### config.mk
export PLATFORM = sky130hd
export DESIGN_NAME = mnc_coef
export DESIGN_NICKNAME = d
export VERILOG_FILES = /design/src/rtl/assert_macros.svh /design/src/rtl/mnc_pkg.sv /design/src/rtl/mnc_coef.sv
export SDC_FILE = /design/constraint.sdc
export NUM_CORES = 1
export LEC_CHECK = 0
export BUFFER_PORTS_ARGS = -buffer_cell sky130_fd_sc_hd__buf_4
export CAP_MARGIN = 20
export CORE_MARGIN = 8
export CORE_UTILIZATION = 58
export DETAILED_ROUTE_END_ITERATION = 16
export GPL_TIMING_DRIVEN = 0
export PLACE_DENSITY = 0.83
export SLEW_MARGIN = 20
export SYNTH_ARGS = -nofsm -noshare
export SYNTH_HDL_FRONTEND = slang
export SYNTH_SLANG_ARGS = --single-unit
### constraint.sdc
create_clock -name clk -period 6.7 [get_ports clk]
set_clock_uncertainty 0.1 [all_clocks]
set_input_delay 1.005 -clock clk [delete_from_list [all_inputs] [get_ports clk]]
set_output_delay 1.005 -clock clk [all_outputs]
set_load 0.01 [all_outputs]
### src/rtl/assert_macros.svh
// Assertion macros shared by the RTL of the cubic interpolator.
// Included by files that check their own control logic; no other dependencies.
`ifndef ASSERT_MACROS_SVH
`define ASSERT_MACROS_SVH
`ifndef SYNTHESIS
// Same-cycle implication, disabled during reset.
`define ASSERT_IMPLY(label, clk, rst_n, pre, post, msg) \
    label: assert property (@(posedge clk) disable iff (!rst_n) (pre) |-> (post)) \
        else $error(msg);
// Next-cycle implication, disabled during reset.
`define ASSERT_NEXT(label, clk, rst_n, pre, post, msg) \
    label: assert property (@(posedge clk) disable iff (!rst_n) (pre) |=> (post)) \
        else $error(msg);
`else
`define ASSERT_IMPLY(label, clk, rst_n, pre, post, msg)
`define ASSERT_NEXT(label, clk, rst_n, pre, post, msg)
`endif
`endif

### src/rtl/mnc_pkg.sv
`timescale 1ns / 1ps
`default_nettype none
// Shared types, fixed-point constants and coefficient functions for the cubic interpolator.
// No dependencies; imported by every module of the block.
package mnc_pkg;

    // Shape registers: Q1.15, 32768 = 1.0
    localparam int SHAPE_W     = 16;
    localparam int SHAPE_ONE   = 32768;
    localparam int SHAPE_RESET = 10923;

    localparam int CFG_INDEX_W = 4;
    localparam logic [CFG_INDEX_W-1:0] REG_SHAPE_B = CFG_INDEX_W'(0);
    localparam logic [CFG_INDEX_W-1:0] REG_SHAPE_C = CFG_INDEX_W'(1);

    // Internal scale of kernel arithmetic is 2^HP
    localparam int HP     = 24;
    localparam int UP_SH  = HP - 15;
    localparam int RAW_W  = 24;
    localparam int COEF_W = 32;
    localparam int ACC_W  = 34;
    localparam int WGT_W  = 32;

    // Register stages from the input register to the kernel weight
    localparam int TAP_LAT = 10;

    // Kernel coefficients times 6
    localparam int K3_ONE = 12;
    localparam int K3_B   = 9;
    localparam int K3_C   = 6;
    localparam int K2_ONE = -18;
    localparam int K2_B   = 12;
    localparam int K2_C   = 6;
    localparam int K0_ONE = 6;
    localparam int K0_B   = 2;
    localparam int L3_B   = 1;
    localparam int L3_C   = 6;
    localparam int L2_B   = 6;
    localparam int L2_C   = 30;
    localparam int L1_B   = 12;
    localparam int L1_C   = 48;
    localparam int L0_B   = 8;
    localparam int L0_C   = 24;

    typedef struct packed {
        logic                 valid;
        logic [CFG_INDEX_W-1:0] index;
        logic [SHAPE_W-1:0]   data;
    } cfg_wr_t;

    // Horner coefficients, highest power first, scale 2^HP
    typedef struct packed {
        logic signed [COEF_W-1:0] c0;
        logic signed [COEF_W-1:0] c1;
        logic signed [COEF_W-1:0] c2;
        logic signed [COEF_W-1:0] c3;
    } poly_t;

    function automatic logic [SHAPE_W-1:0] clamp_shape(input logic [SHAPE_W-1:0] v);
        return (v > SHAPE_W'(SHAPE_ONE)) ? SHAPE_W'(SHAPE_ONE) : v;
    endfunction

    function automatic logic signed [COEF_W-1:0] scale_up(input logic signed [RAW_W-1:0] raw);
        return COEF_W'(raw) <<< UP_SH;
    endfunction

    // |x| < 1: (12-9B-6C)x^3 + (-18+12B+6C)x^2 + (6-2B)
    function automatic poly_t inner_poly(input logic [SHAPE_W-1:0] b,
                                         input logic [SHAPE_W-1:0] c);
        logic signed [RAW_W-1:0] bs;
        logic signed [RAW_W-1:0] cs;
        poly_t p;
        bs = signed'(RAW_W'(b));
        cs = signed'(RAW_W'(c));
        p.c0 = scale_up(RAW_W'(K3_ONE * SHAPE_ONE) - RAW_W'(K3_B) * bs - RAW_W'(K3_C) * cs);
        p.c1 = scale_up(RAW_W'(K2_ONE * SHAPE_ONE) + RAW_W'(K2_B) * bs + RAW_W'(K2_C) * cs);
        p.c2 = '0;
        p.c3 = scale_up(RAW_W'(K0_ONE * SHAPE_ONE) - RAW_W'(K0_B) * bs);
        return p;
    endfunction

    // 1 <= |x| <= 2: (-B-6C)x^3 + (6B+30C)x^2 + (-12B-48C)x + (8B+24C)
    function automatic poly_t outer_poly(input logic [SHAPE_W-1:0] b,
                                         input logic [SHAPE_W-1:0] c);
        logic signed [RAW_W-1:0] bs;
        logic signed [RAW_W-1:0] cs;
        poly_t p;
        bs = signed'(RAW_W'(b));
        cs = signed'(RAW_W'(c));
        p.c0 = scale_up(-(RAW_W'(L3_B) * bs) - RAW_W'(L3_C) * cs);
        p.c1 = scale_up(RAW_W'(L2_B) * bs + RAW_W'(L2_C) * cs);
        p.c2 = scale_up(-(RAW_W'(L1_B) * bs) - RAW_W'(L1_C) * cs);
        p.c3 = scale_up(RAW_W'(L0_B) * bs + RAW_W'(L0_C) * cs);
        return p;
    endfunction

endpackage
`default_nettype wire

### src/rtl/mnc_coef.sv
`timescale 1ns / 1ps
`default_nettype none
// Shape registers and derived inner/outer kernel coefficients.
// Depends on mnc_pkg.
module mnc_coef (
    input  wire logic           clk,
    input  wire logic           rst_n,
    input  wire mnc_pkg::cfg_wr_t cfg,
    output mnc_pkg::poly_t      inner,
    output mnc_pkg::poly_t      outer
);
    import mnc_pkg::*;

    logic [SHAPE_W-1:0] shape_b_reg;
    logic [SHAPE_W-1:0] shape_b_next;
    logic [SHAPE_W-1:0] shape_c_reg;
    logic [SHAPE_W-1:0] shape_c_next;
    poly_t              inner_reg;
    poly_t              inner_next;
    poly_t              outer_reg;
    poly_t              outer_next;

    always_comb
    begin
        shape_b_next = shape_b_reg;
        shape_c_next = shape_c_reg;
        if (cfg.valid)
        begin
            unique case (cfg.index)
                REG_SHAPE_B: shape_b_next = cfg.data;
                REG_SHAPE_C: shape_c_next = cfg.data;
                default:
                begin
                end
            endcase
        end
    end

    always_comb
    begin
        inner_next = inner_poly(clamp_shape(shape_b_reg), clamp_shape(shape_c_reg));
        outer_next = outer_poly(clamp_shape(shape_b_reg), clamp_shape(shape_c_reg));
    end

    always_ff @(posedge clk or negedge rst_n)
    begin
        if (!rst_n)
        begin
            shape_b_reg <= SHAPE_W'(SHAPE_RESET);
            shape_c_reg <= SHAPE_W'(SHAPE_RESET);
            inner_reg   <= inner_poly(SHAPE_W'(SHAPE_RESET), SHAPE_W'(SHAPE_RESET));
            outer_reg   <= outer_poly(SHAPE_W'(SHAPE_RESET), SHAPE_W'(SHAPE_RESET));
        end
        else
        begin
            shape_b_reg <= shape_b_next;
            shape_c_reg <= shape_c_next;
            inner_reg   <= inner_next;
            outer_reg   <= outer_next;
        end
    end

    assign inner = inner_reg;
    assign outer = outer_reg;

endmodule
`default_nettype wire

Yosys cells after proc, flatten, opt, wreduce, memory -nomap -nowiden:

Index checks and enable logic that the tools add are counted.
W data, S select, Z words.

* bits in registers: 193
* word-level logic and storage cells: 35
* input bits: 23
* output and inout bits: 256

* multiply operators: 7
* add/sub/neg operators: 11
* multiplexer cells: 2
* reductions and logical operators: 3
* eq/ne operators: 1
* $lt $le $gt $ge: 2

Operators with widths (count)
* $mul A2 B16 Y18 const A: 5
* $add A19 B21 Y22: 2
* $mul A4 B16 Y20 const A: 2
* $gt A16 B16 Y1 const B: 2
* $mux W16: 2
* $add A23 B23 Y23: 1
* $neg A16 Y23: 1
* $neg A20 Y23: 1
* $sub A23 B20 Y23: 1
* $sub A23 B23 Y23: 1
* $add A21 B21 Y22 const A: 1
* $sub A21 B20 Y22: 1
* $sub A19 B20 Y21 const A: 1
* $sub A18 B17 Y19 const A: 1
* $eq A4 B1 Y1 const B: 1
* $logic_not A4 Y1: 1
* $reduce_and A2 Y1: 2

Longest topological paths before layout:

Gate-level depths: netlist of the first run.

* depth in word-level cells: 5
* gate-level depth with buffers: 26
* mapped depth without buffers: 25

Worst setup path before layout of the first run:

Ideal clock, no wire load.

* path type: reg-to-reg
* from: register shape_c_reg[15]
* to: register outer_reg (netlist bit outer[93])
* clock period less this slack: 5340 ps
* path buffers: 1
* slack: 1360 ps
* cell stages (with the launch flop): 23
* data arrival time: 5161 ps
* required time: 6521 ps
* setup time: 79 ps
* path through: dfrtp_1 -> inv_1 -> clkbuf_1 -> nand2_1 -> fa_1 -> fa_1 -> inv_1 -> ha_1 -> a21o_1 -> a21oi_2 -> nor4b_1 -> or4_1 -> o311a_1 -> nor2_1 -> xnor2_1 -> ha_1 -> a21o_1 -> a311oi_1 -> nor2_1 -> o41ai_2 -> o21ai_1 -> o21ai_1 -> xor2_1

RTL lines
* start: declaration: line mnc_coef.sv:16 `logic [SHAPE_W-1:0] shape_c_reg;`
* start signal: assignment: line mnc_coef.sv:50 `shape_c_reg <= SHAPE_W'(SHAPE_RESET);`
* start signal: assignment: line mnc_coef.sv:57 `shape_c_reg <= shape_c_next;`
* end signal: assignment: line mnc_coef.sv:52 `outer_reg <= outer_poly(SHAPE_W'(SHAPE_RESET), SHAPE_W'(SHAPE_RESET));`
* end signal: assignment: line mnc_coef.sv:59 `outer_reg <= outer_next;`
* end: declaration: line mnc_coef.sv:20 `poly_t outer_reg;`

==> results_dict.tcl, run 1 <==
set metrics [dict create \
    overflow 0 \
    min_path_type "input pin to async pin" \
    min_period_ns 6.38 \
    vias 12500 \
    slew_viol_final 0 \
    setup.worst_path.end_class "register" \
    max_freq_mhz 157 \
    drt_iter0_drc 1051 \
    ys_seq_area_share_pct 28.7 \
    die_area_um2 32200 \
    die_h_um 179 \
    synthArstFlopShare_pct 100 \
    via_per_inst 5.48 \
    wire_per_inst_um 17.3 \
    fin_util_pct 69.9 \
    cts.sinks 173 \
    grt_max_degree 88 \
    synth_edf_count 0 \
    crit_fanout 10 \
    multi_input_area_um2 9920 \
    worst_slew_pin_slew_ns 0.831 \
    syn2layout_area_growth_pct 18.1 \
    antenna_found_initial 0 \
    crit_family "compound AO/OA/AOI/OAI gates" \
    ant_nets 0 \
    antenna_cells 0 \
    core_um2 26100 \
    synthDistinctLibCells 81 \
    num_io_pins 279 \
    grt_pass1_vias 12900 \
    n_fill_cell 1961 \
    rows 59 \
    io_buffers 168 \
    ys_top_cells_by_count "ha_1 (243), inv_1 (168), buf_4 (116), xnor2_1 (114), a21oi_1 (98)" \
    critPathLaunchType "register" \
    synthesis.instances 1624 \
    status "completed" \
    nets 2225 \
    arrival_ns 6.62 \
    path_clk_slew_ns 0.07 \
    slowest_stage "dfrtp_1" \
    wirelength_mm 39.3 \
    grt_first_pass_wirelength_mm 62.4 \
    synthFlopType "dfstp_2" \
    cp_slowest_stage_delay_ns 0.55 \
    finalHoldViolCount 0 \
    initial_core_util_pct 59.2 \
    route.detailed.drc 0 \
    clock_path_buffers 2 \
    clock_latency_ns 0.44 \
    synth_top_area_share_pct 19.6 \
    ys_ff_latch 173 \
    syn-cell-area_um2 15500 \
    drive_above_1_share_pct 24.7 \
    dr.pass1.iters 7 \
    worstPathRequired_ns 6.94 \
    drv_cap 0 \
    synth_area_leaders "ha_1 (20%), dfstp_2 (15%), dfrtp_1 (13%)" \
    crit_buf_inv 4 \
    finalSetupViolCount 0 \
    gp_congestion 0.927 \
    cts_buffers 17 \
    hpwl_mm 32.4 \
    yosys_warnings 0 \
    yosysMostFrequentCell "ha_1" \
    period_share_pct 95.2 \
    crit_type "register to register" \
    register_area_um2 4440 \
    clock_tree.root_cell "clkbuf_16" \
    yosys.area.top_type "ha_1" \
    avgSynthCellArea_um2 9.53 \
    cts_tree "done" \
    grt_usage_pct 24.5 \
    largest_reg_flops 82 \
    die_x_um 179 \
    ctsHtreeMaxLevel 4 \
    slew_headroom_pct 43.2 \
]
## worst reg2reg max path, cell delays in order (launching register included)
cell,delay [ns]
dfrtp_1,0.55
clkinvlp_4,0.31
nand2_1,0.30
inv_1,0.23
ha_1,0.29
inv_1,0.13
fa_1,0.24
nor2b_1,0.06
o21ai_1,0.16
a21boi_1,0.12
o21ai_1,0.20
nand2b_1,0.11
a21o_1,0.19
a21o_1,0.18
xor2_1,0.32
inv_1,0.19
ha_1,0.34
ha_1,0.38
a21o_1,0.24
or3_1,0.32
nor3_1,0.37
o31a_1,0.23
o21ai_1,0.10
a2111oi_1,0.43
nor2_1,0.10
xnor2_1,0.14
## metrics by stage
stage | TNS [ns] | cells | setup slack, ns | hold slack [ns] | area (um^2)
floorplan | 0 | 1733 | 1.36 | 0.402 | 15900
global placement | 0 | 2236 | 0.154 | 0.411 | 17600
detailed placement | 0 | 2238 | 0.0173 | 0.423 | 17600
CTS | 0 | 2269 | 0.216 | 0.439 | 18200
global route | -0.00469 | 2272 | -0.00469 | 0.455 | 18300
finish | 0 | 2272 | 0.319 | 0.410 | 18300
## repair_timing
action | 4_1_cts | 5_1_grt
setup endpoints to repair | 1 | 2
gates resized for setup | 0 | 5
buffers inserted | 0 | 3
hold buffers | 0 | 0
gates cloned | 0 | 0
## path summary, 6_finish.rpt
check / startpoint / end / slack, ns / cells after the start
setup / recovery: shape_c_reg[15]$_DFFE_PN0P_ / outer[63]$_DFF_PN1_ / 0.32 / 25
hold / removal: rst_n / outer[107]$_DFF_PN0_ / 0.41 / 1
setup reg to reg: shape_c_reg[15]$_DFFE_PN0P_ / outer[63]$_DFF_PN1_ / 0.32 / 25
hold reg to reg: shape_b_reg[10]$_DFFE_PN0P_ / shape_b_reg[10]$_DFFE_PN0P_ / 0.44 / 1
max in group asynchronous: rst_n / shape_c_reg[7]$_DFFE_PN1P_ / 5.21 / 2
min in group clk: shape_b_reg[10]$_DFFE_PN0P_ / shape_b_reg[10]$_DFFE_PN0P_ / 0.44 / 1
## cell usage in the layout, fill, tap and decap left out, drive strengths merged, types with 5 or more instances in the layout
cell type / synthesis / final
o21bai: 9 / 9
buf: 116 / 289
nor2: 91 / 91
fa: 35 / 35
nand2b: 25 / 25
mux2: 31 / 31
clkbuf: 9 / 26
nor2b: 23 / 23
xor2: 42 / 42
dfrtp: 83 / 83
xnor2: 115 / 115
o31a: 7 / 7
ha: 243 / 243
nand2: 94 / 94
o21a: 30 / 30
o21ai: 50 / 50
a21o: 46 / 46
nand3: 26 / 26
a211oi: 17 / 17
a211o: 5 / 5
a31oi: 10 / 10
and3: 7 / 7
conb: 1 / 110
a21oi: 100 / 100
inv: 171 / 176
and2: 6 / 6
or3: 12 / 12
a21boi: 5 / 5
dfstp: 90 / 90
nand3b: 5 / 5
nor3: 33 / 33
nor4: 10 / 10
or2: 9 / 9
o31ai: 5 / 5
## layout make-up
type / count / area share, %
Tap cell: 335 / 2.29
Sequential cell: 173 / 24.3
Inverter: 171 / 3.53
Multi-Input combinational cell: 1264 / 54.3
Clock inverter: 14 / 0.986
Buffer: 124 / 4.93
Clock buffer: 18 / 2.40
Timing Repair Buffer: 173 / 7.26
## routing by layer
layer	up-vias	track usage, %	wire [um]
li1	5974	-	-
met2	476	43.2	19300
met1	5930	29.1	15900
met5	-	0	0
met3	73	6.06	3180
met4	0	7.95	910
## cell families (layout without fill, tap and decap cells)
logic type / count (synthesis) / after routing / synth area share (%)
AND/OR/NAND/NOR: 356 / 356 / 11.2
AO/OA/AOI/OAI: 328 / 328 / 14.4
buffers and inverters: 296 / 500 / 9.99
adder cells (fa/ha/maj): 278 / 278 / 24.2
flip-flops: 173 / 173 / 28.7
XOR/XNOR: 157 / 157 / 8.93
multiplexers: 35 / 35 / 2.56
other: 1 / 110 / 0.0242
Power of run 1 is not shown: default switching activity piles up to over one toggle a cycle in this logic, so the estimate is an artifact.
==> run 2: changes to the inputs <==
ABC_AREA = 1   (was unset)
PLACE_DENSITY = 0.82   (was 0.83)
==> results_dict.tcl, run 2 <==
set metrics [dict create \
    hpwl_mm 38.9 \
    timing.rr.end "inner[125]$_DFF_PN0_" \
    cts.sinks 173 \
    core_um2 27700 \
    cp_cell_sequence "nor4_1 -> nand4_1 -> nand2_1 -> nand2_1 -> inv_1 -> ha_1 -> inv_1 -> fa_1 -> inv_1 -> a31oi_1 -> o21bai_1 -> nand3_1 -> o2111ai_1 -> xor2_2 -> inv_1 -> ha_1 -> nand2_1 -> nor4_1 -> nand4_1 -> nand3_1 -> nand2_1 -> nand3b_1 -> xor2_1" \
    finalSetupViolCount 0 \
    nets 2584 \
    final_common_cell "nand2_1" \
    initial_core_util_pct 58.7 \
    synth_area_leaders "ha_1 (19%), dfstp_2 (15%), dfrtp_1 (13%)" \
    die_h_um 183 \
    clock_tree.root_cell "clkbuf_16" \
    crit_buf_inv 4 \
    min_path_cells 2 \
    slew_headroom_pct 21.5 \
    cts_buffers 17 \
    antenna_cells 0 \
    ys_seq_area_share_pct 27.3 \
    hold_end "shape_b_reg[4]$_DFFE_PN0P_" \
    rsz0062_at_grt "no" \
    clock_latency_ns 0.46 \
    drive_above_1_share_pct 20.2 \
    path_clk_slew_ns 0.08 \
    syn-cell-area_um2 16300 \
    critPathLaunchType "register" \
    synthFlopType "dfstp_2" \
    yosysMostFrequentCell "nand2_1" \
    clock_path_buffers 2 \
    synthesis.instances 1986 \
    final_cell_mix "nand2_1 (359), buf_4 (283), inv_1 (274)" \
    largest_reg_flops 82 \
    synth_top_area_share_pct 18.7 \
    finalSetupTns_ns 0 \
    grt_pass1_vias 14200 \
    synthDistinctLibCells 56 \
    slowest_stage "xor2_2" \
    die_area_um2 33700 \
    yosys_warnings 0 \
    syn2layout_area_growth_pct 17.2 \
    rows 61 \
    worst_slew_pin_slew_ns 1.17 \
    route.detailed.drc 0 \
    via_per_inst 5.32 \
    period_share_pct 93.1 \
    slew_viol_final 0 \
    wirelength_mm 47.6 \
    drv_cap 0 \
    min_from "shape_b_reg[4]$_DFFE_PN0P_" \
    num_io_pins 279 \
    ant_nets 0 \
    dr.pass1.iters 5 \
    io_buffers 168 \
    ys_top_cells_by_count "nand2_1 (359), inv_1 (274), ha_1 (243), a21oi_1 (147)" \
    min_path_type "register to register" \
    worstPathRequired_ns 6.96 \
    min_period_ns 6.24 \
    cts_setup_buffers 0 \
    ctsHtreeMaxLevel 4 \
    rrSetupSlack_ns 0.46 \
    crit_family "simple AND/OR/NAND/NOR gates" \
    timing.rr.start "shape_c_reg[14]$_DFFE_PN0P_" \
    crit_fanout 5 \
    yosys.area.top_type "ha_1" \
    finalHoldViolCount 0 \
    setup.worst_path.end_class "register" \
    synth_edf_count 0 \
    reg2reg_depth 23 \
    wire_per_inst_um 17.8 \
    cts_tree "done" \
    ctsHoldBuffers 0 \
    cp_slowest_stage_delay_ns 0.59 \
    antenna_found_initial 0 \
    drt_iter0_drc 1095 \
    vias 14200 \
    overflow 0 \
    max_freq_mhz 160 \
    status "completed" \
    arrival_ns 6.50 \
    gp_congestion 0.952 \
    die_x_um 183 \
    ys_ff_latch 173 \
    synthArstFlopShare_pct 100 \
    cts_resized 0 \
    grt_max_degree 92 \
    avgSynthCellArea_um2 8.19 \
    grt_first_pass_wirelength_mm 73.9 \
    crit_type "register to register" \
    grt_usage_pct 28.2 \
]
-- run 2: final cells by class --
class	instances	area, um^2
multi-input combinational	1509	10300
fill	2286	8630
sequential	173	4440
timing repair buffer	169	1300
inverter	285	1070
buffer	128	917
tap	378	473
clock buffer	22	454
clock inverter	10	164
-- run 2: worst max-delay path by stage --
| stage | to | cells past startpoint | slack, ns | startpoint |
|---|---|---|---|---|
| finish | inner[125]$_DFF_PN0_ | 23 | 0.46 | shape_c_reg[14]$_DFFE_PN0P_ |
| global placement | outer[61]$_DFF_PN1_ | 22 | 0.35 | shape_c_reg[14]$_DFFE_PN0P_ |
| detailed placement | inner[125]$_DFF_PN0_ | 23 | 0.31 | shape_c_reg[14]$_DFFE_PN0P_ |
| CTS | inner[125]$_DFF_PN0_ | 23 | 0.21 | shape_c_reg[14]$_DFFE_PN0P_ |
| floorplan | outer[90]$_DFF_PN1_ | 26 | 1.58 | shape_c_reg[14]$_DFFE_PN0P_ |
| global route | inner[125]$_DFF_PN0_ | 23 | 0.05 | shape_c_reg[14]$_DFFE_PN0P_ |
-- run 2: cells by family (layout without fill, tap and decap cells) --
logic type      count (synthesis)  in the layout  share of synthesized area, %
xor+xnor                      169            169                          9.19
simple gates                  609            609                          16.1
flops                         173            173                          27.3
other cells                     1            110                        0.0230
compound gates                343            343                          12.2
fa+ha+maj                     278            278                          23.0
buf+inv                       413            614                          12.2
-- run 2: metal layers --
layer / share of wire (%) / GRT usage [%] / vias to the layer above / wire [um]
li1: - / - / 6884 / -
met1: 41 / 34.4 / 6603 / 19500
met2: 45 / 45.9 / 636 / 21600
met3: 9.2 / 7.59 / 102 / 4370
met4: 4.4 / 13.6 / 0 / 2070
met5: 0 / 0 / - / 0
-- run 2: worst min-delay path, stage by stage (launching register included) --
cell and delay, ns:
dfrtp_1 0.35, nand2_1 0.05, o21ai_0 0.06
-- run 2: per-stage QoR --
stage	hold slack [ns]	util (%)	setup slack [ns]	instance area, um^2	instances
final	0.391	68.9	0.459	19100	2674
after global placement	0.369	66.5	0.353	18400	2641
after CTS	0.393	68.8	0.211	19100	2674
after floorplan	0.353	-	1.58	16700	2095
after detailed placement	0.375	66.6	0.307	18500	2642
after global routing	0.410	68.9	0.0513	19100	2674
Power of run 2 is left out for the same reason.
==> run 3: changes to the inputs <==
CORE_UTILIZATION = 55   (was 58)
PLACE_DENSITY = 0.78   (was 0.82)
==> results_dict.tcl, run 3 (synthesized netlist as in run 2, its figures left out) <==
set metrics [dict create \
    hold_end "shape_b_reg[4]$_DFFE_PN0P_" \
    hold_ws_ns 0.394 \
    cts_tree "done" \
    drive_above_1_share_pct 20.2 \
    critPathLaunch "shape_c_reg[14]$_DFFE_PN0P_" \
    route.detailed.drc 0 \
    drv_cap 0 \
    min_path_cells 2 \
    grt_max_degree 95 \
    num_io_pins 279 \
    ant_nets 0 \
    antenna_cells 0 \
    rows 63 \
    clock_tree.root_cell "clkbuf_16" \
    worst_slew_pin_slew_ns 1.13 \
    min_path_type "register to register" \
    preCtsSetupSlack_ns 0.508 \
    rsz0062_at_grt "no" \
    drt_iter0_drc 1140 \
    die_h_um 188 \
    clock_latency_ns 0.45 \
    wirelength_mm 47.0 \
    nets 2584 \
    initial_core_util_pct 55.3 \
    rrSetupSlack_ns 0.40 \
    antenna_found_initial 0 \
    period_share_pct 94.0 \
    via_per_inst 5.25 \
    arrival_ns 6.55 \
    ctsHoldBuffers 0 \
    setup_ws_ns 0.400 \
    overflow 0 \
    finalHoldViolCount 0 \
    slew_headroom_pct 24.3 \
    finalSetupTns_ns 0 \
    n_fill_cell 2518 \
    syn2layout_area_growth_pct 17.0 \
    dr.pass1.iters 5 \
    wire_per_inst_um 17.5 \
    timing.rr.start "shape_c_reg[14]$_DFFE_PN0P_" \
    largest_reg_flops 82 \
    die_x_um 188 \
    cts_buffers 17 \
    gp_congestion 0.966 \
    clock_path_buffers 2 \
    io_buffers 168 \
    path_clk_slew_ns 0.07 \
    max_freq_mhz 159 \
    core_um2 29400 \
    grt_usage_pct 26.1 \
    vias 14100 \
    finalSetupViolCount 0 \
    critPathLaunchType "register" \
    min_period_ns 6.30 \
    worstPathRequired_ns 6.95 \
    ctsHtreeMaxLevel 4 \
    crit_type "register to register" \
    reg2reg_depth 23 \
    hpwl_mm 38.3 \
    slew_viol_final 0 \
    grt_pass1_vias 13900 \
    grt_first_pass_wirelength_mm 73.3 \
    final_common_cell "nand2_1" \
    crit_fanout 5 \
    status "completed" \
    cts.sinks 173 \
    die_area_um2 35300 \
    cts_setup_buffers 0 \
    timing.rr.end "outer[63]$_DFF_PN1_" \
    min_from "shape_b_reg[4]$_DFFE_PN0P_" \
    setup.worst_path.end_class "register" \
    final_cell_mix "nand2_1 (359), buf_4 (283), inv_1 (274)" \
    cts_resized 0 \
]
## run 3: critical path, cell delays in order (launching register included)
cell and delay, ns:
dfrtp_1 0.43, nor4_1 0.30, nand4_1 0.12, nand2_1 0.19, nand2_1 0.23, inv_1 0.33
ha_1 0.29, inv_1 0.11, fa_1 0.42, inv_1 0.07, a31oi_1 0.14, o21bai_1 0.27
nand3_1 0.12, o2111ai_1 0.14, xor2_1 0.81, inv_1 0.39, ha_1 0.41, ha_1 0.36
nand2_1 0.14, nor3_1 0.08, and2_1 0.18, a221oi_1 0.30, nand2_1 0.12, xor2_1 0.16
## run 3: cell type report
cell class                      instances  area (um^2)  area share [%]
Tap cell                              390          488            2.56
Inverter                              285         1070            5.62
Timing Repair Buffer                  169         1300            6.81
Clock buffer                           22          454            2.39
Sequential cell                       173         4440            23.3
Buffer                                128          917            4.82
Multi-Input combinational cell       1509        10300            53.9
Clock inverter                         10          118           0.618
## run 3: worst max path at each step
stage,endpoint,slack (ns),cells after the start
finish,outer[63]$_DFF_PN1_,0.40,23
global route,outer[63]$_DFF_PN1_,0.14,23
CTS,outer[63]$_DFF_PN1_,0.46,23
detailed placement,outer[63]$_DFF_PN1_,0.51,23
global placement,outer[63]$_DFF_PN1_,0.58,23
floorplan,outer[90]$_DFF_PN1_,1.58,26
## run 3: metal layers
| metal | up-vias | wire [um] | share of wire (%) | track usage, % |
|---|---|---|---|---|
| li1 | 6879 | - | - | - |
| met1 | 6520 | 19800 | 42 | 33.0 |
| met2 | 616 | 21500 | 46 | 42.4 |
| met3 | 80 | 4040 | 8.6 | 6.48 |
| met4 | 0 | 1620 | 3.5 | 10.1 |
| met5 | - | 0 | 0 | 0 |
## run 3: through the flow
stage               area (um^2)  util [%]  std cells
finish                    19000      64.7       2686
global route              19000      64.7       2686
CTS                       19000      64.7       2686
detailed placement        18500      62.8       2654
global placement          18400      62.7       2653
floorplan                 16700         -       2095
Power of run 3 is left out for the same reason.
